===== src/palette_frame_delta_encoder_top_macros.svh =====
// Assertion macros used by the palette frame delta encoder top level.
`ifndef PALETTE_FRAME_DELTA_ENCODER_TOP_MACROS_SVH
`define PALETTE_FRAME_DELTA_ENCODER_TOP_MACROS_SVH

`ifndef SYNTH
// Clocked property, disabled while reset is asserted.
`define PFDE_ASSERT(label, clk, rstn, prop) \
    label: assert property (@(posedge clk) disable iff (!rstn) prop) \
        else $error("pfde assertion failed");
// Condition that must never be true outside reset.
`define PFDE_NEVER(label, clk, rstn, cond) \
    label: assert property (@(posedge clk) disable iff (!rstn) !(cond)) \
        else $error("pfde forbidden condition seen");
`else
`define PFDE_ASSERT(label, clk, rstn, prop)
`define PFDE_NEVER(label, clk, rstn, cond)
`endif

`endif


===== src/pfde_pkg.sv =====
// Package of the palette frame delta encoder: codes, state type and scan structs.
`default_nettype none

package pfde_pkg;

    localparam logic CMD_ADD  = 1'b0;
    localparam logic CMD_DIFF = 1'b1;

    localparam logic KIND_ACK   = 1'b0;
    localparam logic KIND_DIRTY = 1'b1;

    localparam logic [1:0] STATUS_OK   = 2'd0;
    localparam logic [1:0] STATUS_SKIP = 2'd1;
    localparam logic [1:0] STATUS_FAIL = 2'd2;

    localparam logic CFG_FRAME_WIDTH = 1'b0;
    localparam logic CFG_DIRTY_CAP   = 1'b1;

    localparam logic [8:0]  FRAME_WIDTH_RST = 9'd16;
    localparam logic [16:0] DIRTY_CAP_RST   = 17'd65536;

    typedef enum logic [1:0] {
        ST_IDLE,
        ST_DECIDE,
        ST_SCAN,
        ST_FINISH
    } pfde_state_t;

    typedef struct packed {
        logic        start;
        logic [23:0] key;
    } scan_req_t;

    typedef struct packed {
        logic       done;
        logic       found;
        logic [7:0] index;
    } scan_rsp_t;

endpackage

`default_nettype wire


===== src/pfde_position.sv =====
// Raster position tracker: column wraps at the frame width, row saturates.
`default_nettype none

module pfde_position
    import pfde_pkg::*;
#(
    parameter int MAX_DIM = 256
)
(
    input  wire logic       clk,
    input  wire logic       rst_n,
    input  wire logic       clear,
    input  wire logic       advance,
    input  wire logic [8:0] frame_width,
    output logic      [7:0] column,
    output logic      [7:0] row
);

    localparam int DIM_LIM = (MAX_DIM > 256) ? 256 : MAX_DIM;

    logic [7:0] col_reg, col_next;
    logic [7:0] row_reg, row_next;
    logic [8:0] width_eff;

    always_comb
    begin
        priority if (frame_width == 9'd0)
        begin
            width_eff = 9'd1;
        end
        else if (frame_width > 9'(DIM_LIM))
        begin
            width_eff = 9'(DIM_LIM);
        end
        else
        begin
            width_eff = frame_width;
        end
    end

    always_comb
    begin
        col_next = col_reg;
        row_next = row_reg;
        priority if (clear)
        begin
            col_next = '0;
            row_next = '0;
        end
        else if (advance)
        begin
            if (({1'b0, col_reg} + 9'd1) >= width_eff)
            begin
                col_next = '0;
                // hold the row at its last value once the bottom is reached
                if (({1'b0, row_reg} + 9'd1) < 9'(DIM_LIM))
                begin
                    row_next = row_reg + 8'd1;
                end
            end
            else
            begin
                col_next = col_reg + 8'd1;
            end
        end
    end

    always_ff @(posedge clk or negedge rst_n)
    begin
        if (!rst_n)
        begin
            col_reg <= '0;
            row_reg <= '0;
        end
        else
        begin
            col_reg <= col_next;
            row_reg <= row_next;
        end
    end

    assign column = col_reg;
    assign row    = row_reg;

endmodule

`default_nettype wire


===== config.mk =====
export PLATFORM = sky130hd
export DESIGN_NAME = pfde_position
export DESIGN_NICKNAME = d
export VERILOG_FILES = /design/src/palette_frame_delta_encoder_top_macros.svh /design/src/pfde_pkg.sv /design/src/pfde_position.sv
export SDC_FILE = /design/constraint.sdc
export NUM_CORES = 1
export LEC_CHECK = 0
export BUFFER_PORTS_ARGS = -buffer_cell sky130_fd_sc_hd__buf_2
export CORE_UTILIZATION = 40
export CTS_BUF_LIST = sky130_fd_sc_hd__clkbuf_4
export CTS_CLUSTER_DIAMETER = 120
export DETAILED_ROUTE_END_ITERATION = 7
export PLACE_DENSITY = 0.62
export SLEW_MARGIN = 10
export SYNTH_ARGS = -nofsm -noshare
export SYNTH_HDL_FRONTEND = slang
export SYNTH_SLANG_ARGS = --single-unit

===== constraint.sdc =====
create_clock -name clk -period 2.94 [get_ports clk]
set_input_delay 0.441 -clock clk [delete_from_list [all_inputs] [get_ports clk]]
set_output_delay 0.441 -clock clk [all_outputs]
set_load 0.02 [all_outputs]

==> metrics <==
post-synth top area share=35.0%; CP peak stage delay=480 ps; PnR worst setup slack=247 ps; Root Buffer=clkbuf_4; synth warn=0; Max Slew Vio Count=0; antenna cells=0; Residual DRC=0; worst-margin pin slew=555 ps; vias in the first global route=962; Buffers & Inverters on Critical Path=1; crit-path leading delay family=simple AND/OR/NAND/NOR gates; Std-Cell Rows=19; vias=985; global-route wire length before repair=4400 um; Power Dens Cells=326 nW/um^2; htree depth=1; Total Wirelength=2480 um; initial DRC count=30; CP Depth=11; Die Y-Extent=55.5 um; post-CTS sizing=0; CP Class=reg2reg; DR pass1 iterations=4; I/O pin cnt=29; CP startpoint=column[0]$_DFFE_PN0P_; sum of negative setup slack=0 ps; r2r worst-path depth=11; CP max FO=22; Critical Path RT=3120 ps; ys flop type=dfrtp_1; Relative slew margins=62.9%; Cells after Synth=119; Final period util=91.6%; initial antenna violation count=0; gr ovfl total=0; WL per Instance=13.8 um; Area Growth Syn to Fin=16.3%; clk sinks=16; Final Non-Filler Cells=179; Die Wd=55.5 um; Async SR Flop Fraction=100%; net count after synthesis=143; Synth area leaders=dfrtp_1 (35%), ha_1 (12%), a32o_1 (6.1%); largest area contributor in the netlist=dfrtp_1; die area=3080 sq um; CTS Buf Count=3; Leakage=0.652 nW; port bufs=28; Max Cap Viol=0; core area=2730 sq um; sequential cell area fraction in the yosys report=35.0%; critical-path cell list=ha_1 > nand3_1 > nor2_1 > xor2_1 > ha_1 > and3_4 > and2_4 > a221oi_2 > buf_12 > nor2_1 > mux2i_1; Synth cell types=35; clock buffer depth=2; Post-Synthesis Mean Instance Area=9.62 sq um; Post-Synthesis Cell Area=1140 sq um; Multi-input gate area=702 sq um; Initial Util=41.9%; TritonCTS clock tree=built; CP Data Arrival Time=2870 ps; number of synthesized flops with an enable pin=0; Final ANT Viol Nets=0; clk_skew=13.9 ps; pin count of the biggest net entering global routing=23; share of cells above drive strength 1=29.1%; register area=400 sq um; fmax=371 MHz; Final min period=2690 ps; placed cells=175; Worst VDD drop=0.000233 V; HPWL after DPL=1920 um; Final Util=48.7%; HP Class=in2async; RR Endpoint=row[1]$_DFFE_PN0P_; All-Layer GR Usage=18.1%; Critical-path top delay cell=dfrtp_1; Setup crit end=row[1]$_DFFE_PN0P_; CP Launch Type=flop; Worst-path clk slew=100 ps; status=finished clean; crit end category=flop; vias per cell=5.50; FILL cells=273; Clk Latency, worst-skew pair=290 ps; Post-CTS Hold Buffers=0; GPL Wtd Cong=0.830; r2r setup slk=250 ps; Hold Fails Final Rpt=0; RSZ-0062 raised after global routing=false; post-CTS setup buffers=0; #FFs+latches synth=16; final setup fails=0; worst flop-to-flop path startpoint=column[0]$_DFFE_PN0P_; post-place setup slack=225 ps; nets=173
## cell type report
cell class / instances / share of cell area [%]
sequential: 16 / 30.1
timing repair buffer: 29 / 12.0
inverter: 1 / 0.282
multi-input combinational: 98 / 52.7
tap: 31 / 2.91
clock buffer: 3 / 1.69
clock inverter: 1 / 0.282
## routing by layer
layer	up-vias	global-route usage, %	part of all wire [%]	wire length (um)
li1	508	-	-	-
met1	448	23.6	46	1130
met2	25	30.3	49	1220
met3	4	2.11	3.6	88
met4	0	7.50	1.5	37
met5	-	0	0	0
## cells in the mapped netlist, types with 2 or more instances
cell	number
xnor2_1	3
and3_1	3
o21bai_1	2
o21ai_0	3
or4_1	2
nand2b_1	3
dfrtp_1	16
o31ai_1	2
a32o_1	7
o21ai_2	3
nand4_1	2
nor2_1	5
a21oi_1	9
ha_1	11
nand2_1	16
nor4_1	2
nand3_1	7
clkbuf_1	2
xor2_1	3
or3_1	3
## logic make-up (layout without fill, tap and decap cells)
group,Yosys count,after routing,synth area share (%)
buffers and inverters,5,34,3.72
flip-flops,16,16,35.0
XOR/XNOR,6,6,4.59
AO/OA/AOI/OAI,30,30,20.4
AND/OR/NAND/NOR,50,50,23.4
multiplexers,1,1,0.874
adder cells (fa/ha/maj),11,11,12.0
## report_power, final
part	switching [mW]	internal, mW	total [mW]
clock	0.0693	0.0493	0.119
sequential	0.00612	0.223	0.230
combinational	0.0505	0.0353	0.0859
## through the flow
stage / total power [mW] / area (sq um) / hold slack, ps
after floorplan: 0.292 / 1140 / 145
after global placement: 0.318 / 1310 / 373
after detailed placement: 0.321 / 1310 / 380
after CTS: 0.440 / 1330 / 53.1
after global routing: 0.464 / 1330 / 52.1
final: 0.434 / 1330 / 45.0
## layout by cell type (no fill, tap or decap), drive strengths merged, types with 4 or more instances in the layout
cell    n
nand3   7
and3    4
a21oi  10
a32o    7
dfrtp  16
o21ai   6
or3     4
ha     11
buf    29
nand2  16
nor2    5
## how the worst min path moves through the flow
| stage | start | to | depth (start not counted) |
|---|---|---|---|
| 2_1_floorplan | rst_n | column[0]$_DFFE_PN0P_ | 0 |
| 3_3_place_gp | rst_n | row[6]$_DFFE_PN0P_ | 1 |
| 3_5_place_dp | rst_n | row[4]$_DFFE_PN0P_ | 1 |
| 4_1_cts | rst_n | row[5]$_DFFE_PN0P_ | 1 |
| 5_1_grt | rst_n | row[1]$_DFFE_PN0P_ | 1 |
| 6_report | rst_n | row[7]$_DFFE_PN0P_ | 1 |
No activity file was read; power rests on OpenSTA's default activity.
