<file path="src/palette_frame_delta_encoder_top_macros.svh">
// Assertion macros used by the palette frame delta encoder top level.
`ifndef PALETTE_FRAME_DELTA_ENCODER_TOP_MACROS_SVH
`define PALETTE_FRAME_DELTA_ENCODER_TOP_MACROS_SVH

`ifndef SYNTH
// Clocked property, disabled while reset is asserted.
`define PFDE_ASSERT(label, clk, rstn, prop) \
    label: assert property (@(posedge clk) disable iff (!rstn) prop) \
        else $error("pfde assertion failed");
// Condition that must never be true outside reset.
`define PFDE_NEVER(label, clk, rstn, cond) \
    label: assert property (@(posedge clk) disable iff (!rstn) !(cond)) \
        else $error("pfde forbidden condition seen");
`else
`define PFDE_ASSERT(label, clk, rstn, prop)
`define PFDE_NEVER(label, clk, rstn, cond)
`endif

`endif

</file>
<file path="src/pfde_pkg.sv">
// Package of the palette frame delta encoder: codes, state type and scan structs.
`default_nettype none

package pfde_pkg;

    localparam logic CMD_ADD  = 1'b0;
    localparam logic CMD_DIFF = 1'b1;

    localparam logic KIND_ACK   = 1'b0;
    localparam logic KIND_DIRTY = 1'b1;

    localparam logic [1:0] STATUS_OK   = 2'd0;
    localparam logic [1:0] STATUS_SKIP = 2'd1;
    localparam logic [1:0] STATUS_FAIL = 2'd2;

    localparam logic CFG_FRAME_WIDTH = 1'b0;
    localparam logic CFG_DIRTY_CAP   = 1'b1;

    localparam logic [8:0]  FRAME_WIDTH_RST = 9'd16;
    localparam logic [16:0] DIRTY_CAP_RST   = 17'd65536;

    typedef enum logic [1:0] {
        ST_IDLE,
        ST_DECIDE,
        ST_SCAN,
        ST_FINISH
    } pfde_state_t;

    typedef struct packed {
        logic        start;
        logic [23:0] key;
    } scan_req_t;

    typedef struct packed {
        logic       done;
        logic       found;
        logic [7:0] index;
    } scan_rsp_t;

endpackage

`default_nettype wire

</file>
<file path="src/pfde_scan.sv">
// Palette scanner: walks the filled RAM entries one per cycle looking for a colour.
`default_nettype none

module pfde_scan
    import pfde_pkg::*;
#(
    parameter int IDX_W = 8,
    parameter int CNT_W = 9
)
(
    input  wire logic             clk,
    input  wire logic             rst_n,
    input  wire scan_req_t        req,
    input  wire logic [CNT_W-1:0] count,
    input  wire logic [23:0]      rd_data,
    output logic                  rd_en,
    output logic      [IDX_W-1:0] rd_addr,
    output scan_rsp_t             rsp
);

    logic             busy_reg,      busy_next;
    logic [CNT_W-1:0] issue_reg,     issue_next;
    logic             cmp_valid_reg, cmp_valid_next;
    logic [IDX_W-1:0] cmp_idx_reg,   cmp_idx_next;
    logic [23:0]      key_reg,       key_next;
    logic             done_reg,      done_next;
    logic             found_reg,     found_next;
    logic [IDX_W-1:0] idx_reg,       idx_next;

    logic more;
    logic hit;
    logic finish;

    assign more    = issue_reg < count;
    assign hit     = cmp_valid_reg && (rd_data == key_reg);
    assign finish  = busy_reg && (hit || (!more && !cmp_valid_reg));
    assign rd_en   = busy_reg && more && !hit;
    assign rd_addr = issue_reg[IDX_W-1:0];

    always_comb
    begin
        busy_next      = busy_reg;
        issue_next     = issue_reg;
        cmp_valid_next = rd_en;
        cmp_idx_next   = rd_en ? issue_reg[IDX_W-1:0] : cmp_idx_reg;
        key_next       = key_reg;
        done_next      = finish;
        found_next     = finish ? hit : found_reg;
        idx_next       = finish ? cmp_idx_reg : idx_reg;
        if (rd_en)
        begin
            issue_next = issue_reg + CNT_W'(1);
        end
        if (finish)
        begin
            busy_next = 1'b0;
        end
        if (req.start)
        begin
            busy_next      = 1'b1;
            issue_next     = '0;
            cmp_valid_next = 1'b0;
            key_next       = req.key;
        end
    end

    always_ff @(posedge clk or negedge rst_n)
    begin
        if (!rst_n)
        begin
            busy_reg      <= 1'b0;
            cmp_valid_reg <= 1'b0;
            done_reg      <= 1'b0;
            issue_reg     <= '0;
        end
        else
        begin
            busy_reg      <= busy_next;
            cmp_valid_reg <= cmp_valid_next;
            done_reg      <= done_next;
            issue_reg     <= issue_next;
        end
    end

    always_ff @(posedge clk)
    begin
        cmp_idx_reg <= cmp_idx_next;
        key_reg     <= key_next;
        found_reg   <= found_next;
        idx_reg     <= idx_next;
    end

    assign rsp.done  = done_reg;
    assign rsp.found = found_reg;
    assign rsp.index = 8'(idx_reg);

endmodule

`default_nettype wire

</file>
<file path="config.mk">
export PLATFORM = sky130hd
export DESIGN_NAME = pfde_scan
export DESIGN_NICKNAME = d
export VERILOG_FILES = /design/src/palette_frame_delta_encoder_top_macros.svh /design/src/pfde_pkg.sv /design/src/pfde_scan.sv
export SDC_FILE = /design/constraint.sdc
export NUM_CORES = 1
export LEC_CHECK = 0
export BUFFER_PORTS_ARGS = -buffer_cell sky130_fd_sc_hd__buf_2
export CAP_MARGIN = 5
export CORE_MARGIN = 3
export CORE_UTILIZATION = 35
export CTS_CLUSTER_SIZE = 30
export DETAILED_ROUTE_END_ITERATION = 7
export SLEW_MARGIN = 10
export SYNTH_ARGS = -nofsm -noshare
export SYNTH_HDL_FRONTEND = slang
export SYNTH_SLANG_ARGS = --single-unit
export TNS_END_PERCENT = 100
</file>
<file path="constraint.sdc">
create_clock -name clk -period 3.9 [get_ports clk]
set_input_delay 0.195 -clock clk [delete_from_list [all_inputs] [get_ports clk]]
set_output_delay 0.195 -clock clk [all_outputs]
set_load 0.02 [all_outputs]
</file>
==> run metrics, run 1 <==
Worst Path Required 3.70 ns; placer congestion estimate 0.750; met1 wire length 2000 um; Routed WL 4440 um; Via density 4.68; Final ANT Viol Nets 0; WL/cell 13.8 um; top sig layer met4; RSZ-0062 raised after global routing no; number of max-cap violations 0; Initial DRT Pass Iterations 4; Worst VDD drop 149 uV; # setup viols final 0; CTS max path bufs 2; reg-to-reg slack, setup 1.59 ns; met3 WL 222 um; vias 1508; Synth warnings 0; Max-Slew Margin vs Limit 50.3%; Seq cells post-synth 53; Synth Area per Inst 14.1 um^2; setup tns final 0 ns; RR Startpoint issue_reg[4]$_DFFE_PN0P_; largest net degree at the start of global routing 36; CTS sink count 53; Syn Inst Count 170; sequential area share after synthesis 63.9%; Post-synth top flop edfxtp_1; Congestion Overflow GR 0; io pins 79; Fmax achieved 380 MHz; floorplan row count 29; DR iter-0 viols 62; CTS clock-pin slew for the worst setup and hold paths 0.09 ns; Least-Margin Pin Slew 0.746 ns; fraction of layout cells with a size suffix above 1 37.6%; port bufs 78; antenna violations before repair 0; latest clock arrival within the worst-skew pair 0.30 ns; GRT Overall Usage 11.5%; CTS root buffer clkbuf_8; global-route wire length before repair 6800 um; die height 88.7 um; slowest stage cell, crit path dfrtp_1; max reg flops 24; Starting Density 36.9%; cells along the critical path ha_1, a211oi_2, o211ai_2, a211oi_2, o21ai_4, inv_1, buf_2; reg-to-reg endpoint issue_reg[8]$_DFFE_PN0P_; worst hold stages 1; CP Launch Type flop; nets@finish 314; H-tree Lvls 2; power density over the cells 382 mW/mm^2; Chip Width 88.7 um; drc violations 0; status finished, final reports clean; overall power 1.11 mW; hold path start req[23]; detailed placement HPWL 3340 um; # diodes 0; hold path endpoint key_reg[23]$_DFFE_PP_; synthesized cell area 0.00239 mm^2; Worst R2R Path Depth 7; EDFF count, synth 41; Post-synth ARST share 22.6%; Largest stage delay, worst path 0.46 ns; core area 0.00649 mm^2; CP Capture Type output port; Crit path top cell by count a211oi_2; met2 wire len 2140 um; post-layout min period 2.63 ns; Yosys cell types 31; P&R area growth vs syn 21.5%; CTS tree done; Pleak 1.22 nW; syn_nets 239; vias in the first global route 1515; CP Class reg -> out; Hold Vio Cnt, Final 0; TritonCTS Buffers 5; Max Slew Vio Count 0; WP data arrival 2.44 ns; worst-path fanout max 9; final-layout fill cell count 615; final cycle utilization of the critical path 67.6%; Fin Clk Skew 0.00554 ns; Hold Path Class in -> reg; Die Area 0.00787 mm^2
==> synth_stat cells, types with 3 or more instances <==
library cell / n / area [um^2]
edfxtp_1: 41 / 1230
xnor2_1: 13 / 114
dfrtp_1: 12 / 300
inv_1: 12 / 45.0
xor2_1: 12 / 105
a21oi_1: 10 / 50.1
buf_4: 10 / 75.1
ha_1: 9 / 113
nand2_1: 5 / 18.8
nand3_1: 5 / 25.0
nand4_1: 4 / 25.0
nor2_1: 4 / 15.0
o21ai_1: 4 / 20.0
or3_1: 4 / 25.0
o31ai_1: 3 / 22.5
or4_1: 3 / 22.5
==> layer usage <==
metal  vias up  track usage (%)
met3         5             3.07
li1        758                -
met1       701             14.3
met5         -                0
met2        44             19.0
met4         0             4.26
==> metrics by stage <==
| step | utilization (%) | setup slack, ns | hold slack (ns) | cell area [um^2] | std cells |
|---|---|---|---|---|---|
| finish | 44.8 | 1.27 | 0.0646 | 2910 | 322 |
| global route | 44.8 | 1.14 | 0.0474 | 2910 | 322 |
| CTS | 44.8 | 1.25 | 0.0574 | 2910 | 322 |
| detailed placement | 43.1 | 1.58 | 0.101 | 2800 | 314 |
| global placement | 43.1 | 1.65 | 0.0949 | 2800 | 314 |
| floorplan | - | 1.77 | -0.101 | 2390 | 170 |
==> cells in the final DEF (no fill, tap or decap) <==
| master | Yosys | layout |
|---|---|---|
| ha_1 | 9 | 9 |
| and2_1 | 2 | 2 |
| dfrtp_1 | 12 | 12 |
| clkinv_2 | 0 | 1 |
| o211ai_2 | 1 | 1 |
| a21oi_4 | 1 | 1 |
| o21ai_0 | 2 | 2 |
| o21ai_1 | 4 | 4 |
| or3_1 | 4 | 4 |
| nor3_1 | 1 | 1 |
| nor2b_1 | 1 | 1 |
| o2111ai_4 | 1 | 1 |
| buf_2 | 0 | 78 |
| xnor2_1 | 13 | 13 |
| nand3_1 | 5 | 5 |
| o31ai_1 | 3 | 3 |
| nor2_1 | 4 | 4 |
| o22ai_1 | 1 | 1 |
| nand4_1 | 4 | 4 |
| a21oi_1 | 10 | 10 |
| mux2i_1 | 1 | 1 |
| o21ai_4 | 1 | 1 |
| edfxtp_1 | 41 | 41 |
| clkbuf_8 | 0 | 5 |
| xor2_1 | 12 | 12 |
| inv_1 | 12 | 12 |
| nand2_1 | 5 | 5 |
| nor4_1 | 2 | 2 |
| or4_1 | 3 | 3 |
| a211oi_2 | 2 | 2 |
| dlygate4sd3_1 | 1 | 1 |
| o21bai_1 | 1 | 1 |
| or4_4 | 1 | 1 |
| bufinv_16 | 0 | 1 |
==> how the worst max path moves through the flow <==
stage | start | endpoint | slack, ns | depth (start not counted)
CTS | issue_reg[4]$_DFFE_PN0P_ | rd_en | 1.25 | 7
detailed placement | key_reg[4]$_DFFE_PP_ | idx_reg[7]$_DFFE_PP_ | 1.58 | 5
global route | issue_reg[4]$_DFFE_PN0P_ | rd_en | 1.14 | 7
global placement | key_reg[2]$_DFFE_PP_ | idx_reg[6]$_DFFE_PP_ | 1.65 | 5
finish | issue_reg[4]$_DFFE_PN0P_ | rd_en | 1.27 | 7
floorplan | issue_reg[4]$_DFFE_PN0P_ | cmp_idx_reg[0]$_DFFE_PP_ | 1.77 | 6
==> critical path, delay by kind of cell, from the launching register on <==
kind	cells	cell delay [ns]
flops	1	0.46
compound gates	4	0.84
fa+ha+maj	1	0.33
buf+inv	2	0.51
==> timing repair <==
action	4_1_cts	5_1_grt
gates resized for setup	0	0
endpoints found under the hold margin	12	0
setup buffers	0	0
hold buffers	1	0
==> layout make-up <==
type	instances	area, um^2	area share [%]
tap	77	96.3	3.31
inverter	12	45.0	1.55
multi-input combinational	94	733	25.2
clock inverter	2	35.0	1.20
timing repair buffer	79	400	13.8
clock buffer	5	68.8	2.36
sequential	53	1530	52.6
==> cells by family after synthesis <==
| kind of cell | Yosys count | share of synthesized area, % |
|---|---|---|
| DFF | 53 | 63.9 |
| and+or+nand+nor | 32 | 7.47 |
| AOI/OAI and AO/OA | 27 | 8.88 |
| xor gates and xnor gates | 25 | 9.14 |
| buffers and inverters | 23 | 5.43 |
| adders and majority gates | 9 | 4.70 |
| muxes | 1 | 0.418 |
==> report_power, final <==
part | switching [mW] | internal [mW]
clock network | 0.173 | 0.187
registers | 0.0163 | 0.638
logic | 0.0466 | 0.0512
(Power assumes the default switching activity.)
==> run 2: changes to the inputs <==
Settings changed: ABC_AREA set to 1.
Clock period 3.9 ns to 2.3 ns, I/O delays scaled along.
==> run metrics, run 2 <==
status finished, final reports clean (unchanged); post-layout min period 2.17 ns; Congestion Overflow GR 0 (unchanged); fraction of layout cells with a size suffix above 1 26.3% (was 37.6%); CTS sink count 53 (unchanged); final worst slack 0.131 ns (was 1.27 ns); WP data arrival 2.05 ns (was 2.44 ns); global-route wire length before repair 9820 um (was 6800 um); CTS tree done (unchanged); port bufs 78 (unchanged); power density over the cells 549 mW/mm^2 (was 382 mW/mm^2); final cycle utilization of the critical path 94.3%; proportion of netlist area held by the largest area contributor 44.1% (was 51.4%); antenna violations before repair 0 (unchanged); fin area 0.00367 mm^2 (was 0.00291 mm^2); Simple-Gate Fraction of Synth Area 24.2% (was 7.47%); synthesized cell area 0.00279 mm^2 (was 0.00239 mm^2); largest family of logic cells by synthesized area simple AND/OR/NAND/NOR gates (was XOR/XNOR gates); nets@finish 479 (was 314); Pleak 1.92 nW (was 1.22 nW); Seq pwr share 54.9% (was 58.8%); leading area contributor after synthesis edfxtp_1 (unchanged); Worst VDD drop 234 uV (was 149 uV); Via density 4.34 (was 4.68); switching share of power 23.6% (was 21.2%); CP Capture Type output port (unchanged); io pins 79 (unchanged); CTS root buffer clkbuf_8 (unchanged); xor/xnor share of the synthesized area 4.08% (was 9.14%); Worst Path Required 2.18 ns (was 3.70 ns); vias 2214 (was 1508); Synth Area in Compound Gates 1.70% (was 8.88%); syn_nets 369 (was 239); hold slack 0.207 ns (was 0.0646 ns); Switch Pwr 0.476 mW (was 0.236 mW); DR iter-0 viols 82 (was 62); max reg flops 24 (unchanged); core area 0.00749 mm^2 (was 0.00649 mm^2); Synth Area per Inst 9.30 um^2 (was 14.1 um^2); Combinational Power Share 13.6% (was 8.8%); detailed placement HPWL 4700 um (was 3340 um); most numerous cell in the Yosys netlist nand2_1 (was edfxtp_1); Hold Path Class in -> async (was in -> reg); sequential area share after synthesis 54.9% (was 63.9%); floorplan row count 31 (was 29); CTS clock-pin slew for the worst setup and hold paths 0.10 ns (was 0.09 ns); CP Launch Type flop (unchanged); CTS max path bufs 2 (unchanged); Chip Width 95.3 um (was 88.7 um); Initial DRT Pass Iterations 4 (unchanged); number of max-cap violations 0 (unchanged); Setup WS pre-CTS 0.311 ns (was 1.58 ns); Least-Margin Pin Slew 0.513 ns (was 0.746 ns); Max Slew Vio Count 0 (unchanged); post-synthesis mux area share 0% (was 0.418%); overall power 2.01 mW (was 1.11 mW); GRT Overall Usage 14.0% (was 11.5%); Max-Slew Margin vs Limit 65.6% (was 50.3%); die height 95.3 um (was 88.7 um); Clock power frac 31.5% (was 32.4%); commonest non-fill, non-tap cell in the layout buf_2 (unchanged); DP Area 0.00327 mm^2 (was 0.00280 mm^2); final non-filler cell total 510 (was 322); Fmax achieved 461 MHz; Fin Clk Skew 0.0109 ns (was 0.00554 ns); TritonCTS Buffers 5 (unchanged); WL/cell 12.0 um (was 13.8 um); Synth warnings 0 (unchanged); CP Class reg -> out (unchanged); # diodes 0 (unchanged); Final Util 49.0% (was 44.8%); largest net degree at the start of global routing 26 (was 36); Syn Inst Count 300 (was 170); P&R area growth vs syn 31.5% (was 21.5%); Post-synth top flop edfxtp_1 (unchanged); EDFF count, synth 41 (unchanged); placed cell count 473 (was 314); Starting Density 37.3% (was 36.9%); drc violations 0 (unchanged); placer congestion estimate 0.855 (was 0.750); most frequent cells in the layout buf_2 (78), nand2_1 (75), inv_1 (54) (was buf_2 (78), edfxtp_1 (41), xnor2_1 (13)); Die Area 0.00908 mm^2 (was 0.00787 mm^2); Post-synth ARST share 22.6% (unchanged); Internal Power 1.54 mW (was 0.876 mW); Post-Synth Adder-Cell Area 4.04% (was 4.70%); Seq cells post-synth 53 (unchanged); # setup viols final 0 (unchanged); Hold Vio Cnt, Final 0 (unchanged); Yosys cell types 26 (was 31); Final ANT Viol Nets 0 (unchanged); setup tns final 0 ns (unchanged); RSZ-0062 raised after global routing no (unchanged); Routed WL 6110 um (was 4440 um); Synth top cells by count nand2_1 (75), inv_1 (55), edfxtp_1 (41) (was edfxtp_1 (41), xnor2_1 (13), dfrtp_1 (12), inv_1 (12), xor2_1 (12)); Synth area leaders edfxtp_1 (44%), dfrtp_1 (11%), nand2_1 (10%) (was edfxtp_1 (51%), dfrtp_1 (13%), xnor2_1 (4.8%)); H-tree Lvls 2 (unchanged); latest clock arrival within the worst-skew pair 0.30 ns (about the same); worst-path fanout max 10 (was 9); vias in the first global route 2168 (was 1515)
run 2: cell types whose count changed after synthesis, sizes merged, moves of 4 or more:
cell and change:
nor2 +23, o21ai -4, nor3 +5, nand3 +18
xor2 -4, a21oi -6, nand2 +71, xnor2 -8
inv +43, or3 -4, nand4 +9, or4 -4
run 2: final timing paths:
check | endpoint | cells past startpoint | slack, ns | from
min in group clk | cmp_valid_reg$_DFF_PN0_ | 3 | 0.31 | req[24]
max in group asynchronous | issue_reg[7]$_DFFE_PN0P_ | 2 | 1.86 | rst_n
hold reg to reg | idx_reg[6]$_DFFE_PP_ | 0 | 0.42 | cmp_idx_reg[6]$_DFFE_PP_
setup / recovery | rd_en | 8 | 0.13 | issue_reg[8]$_DFFE_PN0P_
setup reg to reg | cmp_idx_reg[3]$_DFFE_PP_ | 8 | 0.33 | issue_reg[8]$_DFFE_PN0P_
hold / removal | issue_reg[0]$_DFFE_PN0P_ | 2 | 0.21 | rst_n
run 2: area by class of cell:
type	count	area (um^2)
tap	99	124
sequential	53	1530
inverter	56	214
clock buffer	5	68.8
timing repair buffer	116	738
fill	725	3820
clock inverter	3	43.8
multi-input combinational	178	950
run 2: cell families (layout without fill, tap and decap cells):
logic type                 after synthesis  count (layout)
DFF                                     53              53
xor gates and xnor gates                13              13
and+or+nand+nor                        147             147
adders and majority gates                9               9
buffers and inverters                   69             180
AOI/OAI and AO/OA                        9               9
run 2: what timing repair did:
item,4_1_cts,5_1_grt
endpoints found under the hold margin,36,0
setup endpoints to repair,1,1
setup buffers,0,4
hold buffers,25,0
resized for setup,1,0
run 2: power by group through the flow:
stage | Clock (mW) | Combinational, mW | Sequential [mW]
finish | 0.635 | 0.273 | 1.11
global route | 0.701 | 0.313 | 1.11
CTS | 0.653 | 0.274 | 1.11
detailed placement | 0 | 0.240 | 1.13
global placement | 0 | 0.236 | 1.12
floorplan | 0 | 0.133 | 1.13
run 2: routing by layer:
metal / vias up / track usage (%) / share of wire (%)
met5: - / 0 / 0
met4: 0 / 5.05 / 1.6
met3: 6 / 2.13 / 5.4
met2: 57 / 23.5 / 47
met1: 978 / 18.4 / 46
li1: 1173 / - / -
run 2: worst max-delay path, stage by stage (launching register included):
cell        delay [ns]
dfrtp_1           0.42
ha_1              0.30
a21o_1            0.19
nor2_2            0.11
nand3_2           0.15
nor2_8            0.18
nand2_2           0.09
clkinvlp_4        0.13
buf_2             0.17
